`src/tai_pkg.sv`:
```
// tai_pkg: shared types and constants for the timestamp align interpolator
// used by tai_lane, timestamp_align_interpolator_core and the testbench, no dependencies
package tai_pkg;

	localparam int FIX_DEPTH_DEF = 1024;
	localparam int POS_BITS_DEF  = 32;
	localparam int W             = 32;

	localparam logic [1:0] KIND_FIX    = 2'd0;
	localparam logic [1:0] KIND_SAMPLE = 2'd1;
	localparam logic [1:0] KIND_CLEAR  = 2'd2;

	typedef enum logic [2:0] {
		ST_IDLE,
		ST_SEEK,
		ST_CHECK,
		ST_PREV,
		ST_CALC
	} state_t;

	typedef enum logic [1:0] {
		LN_IDLE,
		LN_MUL,
		LN_DIV,
		LN_FIN
	} lane_state_t;

	// one table entry: fix time and position
	typedef struct packed {
		logic [W-1:0] tm;
		logic [W-1:0] px;
		logic [W-1:0] py;
		logic [W-1:0] pz;
	} entry_t;

	// bracket geometry shared by all lanes
	typedef struct packed {
		logic         den_zero;
		logic         neg;
		logic [W-1:0] dt_mag;
		logic [W-1:0] den_mag;
	} lane_req_t;

endpackage

```
`src/tai_lane.sv`:
```
// tai_lane: one axis of the interpolator, multiply, serial divide, saturate
// depends on tai_pkg
module tai_lane #(
	parameter int POS_BITS = tai_pkg::POS_BITS_DEF
) (
	input  logic                    clk,
	input  logic                    arst_n,
	input  logic                    start,
	input  tai_pkg::lane_req_t      req,
	input  logic [tai_pkg::W-1:0]   prev,
	input  logic [tai_pkg::W-1:0]   next,
	output logic                    done,
	output logic [tai_pkg::W-1:0]   pos
);

	localparam int W  = tai_pkg::W;
	localparam int LB = (POS_BITS < W) ? POS_BITS : W;
	localparam int SW = W + 3;
	localparam logic [SW-1:0] HI_LIM = (SW'(1) << (LB - 1)) - SW'(1);
	localparam logic [SW-1:0] LO_LIM = ~HI_LIM;

	tai_pkg::lane_state_t state_q, state_d;
	tai_pkg::lane_req_t   req_q;
	logic [W-1:0]         prev_q;
	logic [W-1:0]         dmag_q;
	logic                 neg_q;
	logic [2*W-1:0]       n_q;
	logic [W-1:0]         rem_q;
	logic [4:0]           cnt_q;
	logic                 done_q;
	logic [W-1:0]         pos_q;

	logic signed [W:0]    dpos;
	logic [W-1:0]         dpos_mag;
	logic [2*W-1:0]       n_nx;
	logic [W-1:0]         rem_nx;
	logic signed [SW-1:0] sum;
	logic [W-1:0]         sat;

	// position difference and its magnitude
	always_comb begin
		dpos = $signed({next[W-1], next}) - $signed({prev[W-1], prev});
		dpos_mag = dpos[W] ? W'(-dpos) : dpos[W-1:0];
	end

	// two restoring divide steps per cycle
	always_comb begin
		logic [W:0]     r;
		logic [2*W-1:0] n;
		r = {1'b0, rem_q};
		n = n_q;
		for (int i = 0; i < 2; i++) begin
			r = {r[W-1:0], n[2*W-1]};
			n = {n[2*W-2:0], 1'b0};
			if (r >= {1'b0, req_q.den_mag}) begin
				r = r - {1'b0, req_q.den_mag};
				n[0] = 1'b1;
			end
		end
		rem_nx = r[W-1:0];
		n_nx = n;
	end

	// add quotient to prev and clamp to the position range
	always_comb begin
		sum = SW'($signed(prev_q));
		sat = '0;
		if (!req_q.den_zero && n_q[2*W-1:W+1] != '0) begin
			sat = neg_q ? W'(LO_LIM) : W'(HI_LIM);
		end else begin
			// equal bracket times keep prev, still clamped
			if (!req_q.den_zero) begin
				if (neg_q) begin
					sum = $signed(SW'($signed(prev_q))) - $signed({2'b00, n_q[W:0]});
				end else begin
					sum = $signed(SW'($signed(prev_q))) + $signed({2'b00, n_q[W:0]});
				end
			end
			if (sum > $signed(HI_LIM)) begin
				sat = W'(HI_LIM);
			end else if (sum < $signed(LO_LIM)) begin
				sat = W'(LO_LIM);
			end else begin
				sat = sum[W-1:0];
			end
		end
	end

	// lane sequencer
	always_comb begin
		state_d = state_q;
		case (state_q)
			tai_pkg::LN_IDLE: begin
				if (start) state_d = tai_pkg::LN_MUL;
			end
			tai_pkg::LN_MUL: begin
				state_d = req_q.den_zero ? tai_pkg::LN_FIN : tai_pkg::LN_DIV;
			end
			tai_pkg::LN_DIV: begin
				if (cnt_q == 5'd31) state_d = tai_pkg::LN_FIN;
			end
			tai_pkg::LN_FIN: begin
				state_d = tai_pkg::LN_IDLE;
			end
			default: state_d = tai_pkg::LN_IDLE;
		endcase
	end

	always_ff @(posedge clk or negedge arst_n) begin
		if (!arst_n) begin
			state_q <= tai_pkg::LN_IDLE;
			done_q <= 1'b0;
		end else begin
			state_q <= state_d;
			done_q <= (state_q == tai_pkg::LN_FIN);
		end
	end

	// datapath registers
	always_ff @(posedge clk) begin
		case (state_q)
			tai_pkg::LN_IDLE: begin
				if (start) begin
					req_q <= req;
					prev_q <= prev;
					dmag_q <= dpos_mag;
					neg_q <= req.neg ^ dpos[W];
				end
			end
			tai_pkg::LN_MUL: begin
				n_q <= dmag_q * req_q.dt_mag;
				rem_q <= '0;
				cnt_q <= '0;
			end
			tai_pkg::LN_DIV: begin
				n_q <= n_nx;
				rem_q <= rem_nx;
				cnt_q <= cnt_q + 5'd1;
			end
			tai_pkg::LN_FIN: begin
				pos_q <= sat;
			end
			default: ;
		endcase
	end

	assign done = done_q;
	assign pos = pos_q;

endmodule

```
`config.mk`:
```
export PLATFORM = sky130hd
export DESIGN_NAME = tai_lane
export DESIGN_NICKNAME = d
export VERILOG_FILES = /design/src/tai_pkg.sv /design/src/tai_lane.sv
export SDC_FILE = /design/constraint.sdc
export NUM_CORES = 2
export LEC_CHECK = 0
export BUFFER_PORTS_ARGS = -buffer_cell sky130_fd_sc_hd__buf_2
export CAP_MARGIN = 20
export CELL_PAD_IN_SITES_DETAIL_PLACEMENT = 1
export CELL_PAD_IN_SITES_GLOBAL_PLACEMENT = 2
export CORE_MARGIN = 8
export CORE_UTILIZATION = 42
export CTS_CLUSTER_DIAMETER = 100
export DETAILED_ROUTE_END_ITERATION = 7
export MAX_ROUTING_LAYER = met4
export PLACE_DENSITY = 0.95
export SLEW_MARGIN = 20
export SYNTH_ARGS = -nofsm -noshare
export SYNTH_HDL_FRONTEND = slang
export SYNTH_SLANG_ARGS = --single-unit
export TNS_END_PERCENT = 1
```
`constraint.sdc`:
```
create_clock -name clk -period 10.9 [get_ports clk]
set_clock_uncertainty 0.2 [all_clocks]
set_input_delay 2.18 -clock clk [delete_from_list [all_inputs] [get_ports clk]]
set_output_delay 2.18 -clock clk [all_outputs]
set_load 0.02 [all_outputs]
```
==> flow_summary.toml <==
[sta]
max_freq_ghz = 0.106
finalSetupTns_ns = 0
whs_ns = 0.366
grt_setup_unrepaired = "false"
period_needed_ns = 9.44
setup-violations-final = 0
worst_pin_slew_ns = 1.22
drv_slew = 0
finalWorstSetupSlack_ns = 1.46
min_period_over_period = 0.866
slew_headroom = 0.188
finalHoldViolations = 0

[grt]
grtUsageMet3 = 0.0262
grt_most_used_layer = "met2"
grt.total_usage = 0.248
grt_pass1_wl_um = 253000
grt_pass1_vias = 45463
grtUsageMet1 = 0.268
grtUsageMet2 = 0.456
grt_overflow_total = 0
grt_start_max_net_pins = 105
antenna_found_initial = 5

[floorplanning]
die-height_um = 365
die_w_um = 365
pin_count = 166
start_util = 0.422
core_um2 = 122000
die_area_um2 = 134000
rows = 128

[synth]
ys_ff_latch = 266
syn_area_um2 = 51300
synth_fa_ha_area_frac = 0.449
synthCells = 5471
synth_nets = 6906
synthSimpleGateAreaFrac = 0.164
ys_async_sr_fraction = 0.0113
synth_top_family_by_area = "adder cells"
muxShareOfSynthArea = 0.00959
synth.top_cell.area_share = 0.351
avgSynthCellArea_um2 = 9.37
synth-xor-area-share = 0.0386
synth_largest_area_cell = "fa_1"
ys_warn_count = 0
synthFlopType = "edfxtp_1"
yosysUniqueCellTypes = 86
synth_edf_count = 263
synth-compound-area-share = 0.0933
yosysSeqAreaShare = 0.155
synthTopCellsByArea = "fa_1 35%, edfxtp_1 15%, ha_1 9.8%"

[worst_hold_path]
hp-class = "register to register"
min_to = "n_q[59]"
holdPathStages = 2
min_from = "n_q[57]"

[clock_network]
cts.repair.resized = 0
htree_levels = 2
cts_buffer_depth = 3
clkTransAtPathRegs_ns = 0.06
cts_sinks = 266
cts_hold_buf = 0
cts_buffers = 43
cts_tree = "built"
clock-root-buffer = "clkbuf_16"
clk_latency_ns = 0.65
post_cts_buffers = 0

[detailed_routing]
drt_pass1_iterations = 5
wl_per_cell_um = 22.3
first_iter_violations = 2009
vias_per_cell = 5.47
ant_nets = 0
drt-total-wl_um = 160000
route.detailed.drc = 0
vias = 39207

[outcome]
status = "completed"

[place]
port_buffers = 165
dp.cells = 7081
hpwl_um = 129000
place_ws_ns = 1.64
gp_congestion = 0.905

[setup_path]
reg2reg_depth = 25
cpMostUsedCell = "fa_1"
end_kind = "register"
critPathTopFamily = "adder cells"
crit_path_max_fanout = 18
reg2reg_setup_slack_ns = 1.46
critPathBufInv = 3
reg2reg_from = "dmag_q[11]"
path_class = "register to register"
cp_data_arrival_time_ns = 9.56
crit_slowest_cell = "edfxtp_1"
max_stage_delay_ns = 0.99
worst_setup_path_start_kind = "register"
required_ns = 11.02
reg2reg_to = "n_q[49]"

[finish]
layout_commonest_cell = "inv_1"
drive_gt1_frac = 0.0658
final_nets = 6946
area_growth_pct = 8.03
nFillCells = 13956
stdcell_count = 7172
layout.cells.most_common_list = "968 x inv_1, 900 x fa_1, 609 x nand2_1, 605 x and2_1, 400 x ha_1"

[flow_run]
maxCapViolCount = 0
-- metrics by stage --
step,cell area (um2),util
2_1_floorplan,51300,-
3_3_place_gp,53800,0.443
3_5_place_dp,53800,0.443
4_1_cts,55200,0.454
5_1_grt,55400,0.456
6_report,55400,0.456
-- cells in the mapped netlist, types with 43 or more instances --
library cell and count:
a21o_1 115, a21oi_1 209, and2_1 606, clkbuf_1 251, edfxtp_1 263, fa_1 900, ha_1 402, inv_1 968
nand2_1 609, nor2_1 187, nor3_1 43, o21ai_0 167, xnor2_1 157, xor2_1 67
-- layout make-up --
type | instances | area, um2 | share of cell area
multi-input cells | 3977 | 38700 | 0.699
inverters | 969 | 3640 | 0.0657
clock inverters | 31 | 335 | 0.00605
clock buffers | 46 | 1090 | 0.0196
diodes | 4 | 10.0 | 0.000181
repair buffers | 254 | 1590 | 0.0286
well taps | 1625 | 2030 | 0.0367
flip-flops and latches | 266 | 7970 | 0.144
-- cells by family after synthesis --
| logic type | after synthesis |
|---|---|
| compound gates | 745 |
| xor+xnor | 225 |
| fa+ha+maj | 1302 |
| buf+inv | 1228 |
| flops | 266 |
| mux | 47 |
| simple gates | 1658 |
-- state kept, by name, indices dropped and copies added (netlist names) --
signal   cells
prev_q      32
n_q         64
dmag_q      32
done         1
cnt_q        5
rem_q       32
pos         32
neg_q        1
state_q      2
req_q       65
-- metal layers --
layer	wire (um)	up-vias
li1	-	17342
met1	59900	20461
met2	86300	982
met3	5630	422
met4	8190	0
met5	0	-
-- worst min-delay path: cells and delay by family (launching register included) --
kind,cells,cell delay (ns)
DFF,1,0.35
AOI/OAI and AO/OA,1,0.06
and+or+nand+nor,1,0.05
-- how the worst max path moves through the flow --
| stage | startpoint | to | slack (ns) | depth (start not counted) |
|---|---|---|---|---|
| 2_1_floorplan | req_q[40] | n_q[61] | 3.00 | 25 |
| 4_1_cts | req_q[43] | n_q[61] | 1.53 | 24 |
| 3_3_place_gp | req_q[42] | n_q[61] | 1.84 | 24 |
| 5_1_grt | dmag_q[11] | n_q[49] | 1.11 | 25 |
| 3_5_place_dp | req_q[42] | n_q[61] | 1.64 | 24 |
| 6_report | dmag_q[11] | n_q[49] | 1.46 | 25 |
Power is left out: the tool's default activity adds up to more than one toggle a clock period on the data nets, which glitch-free logic cannot reach.
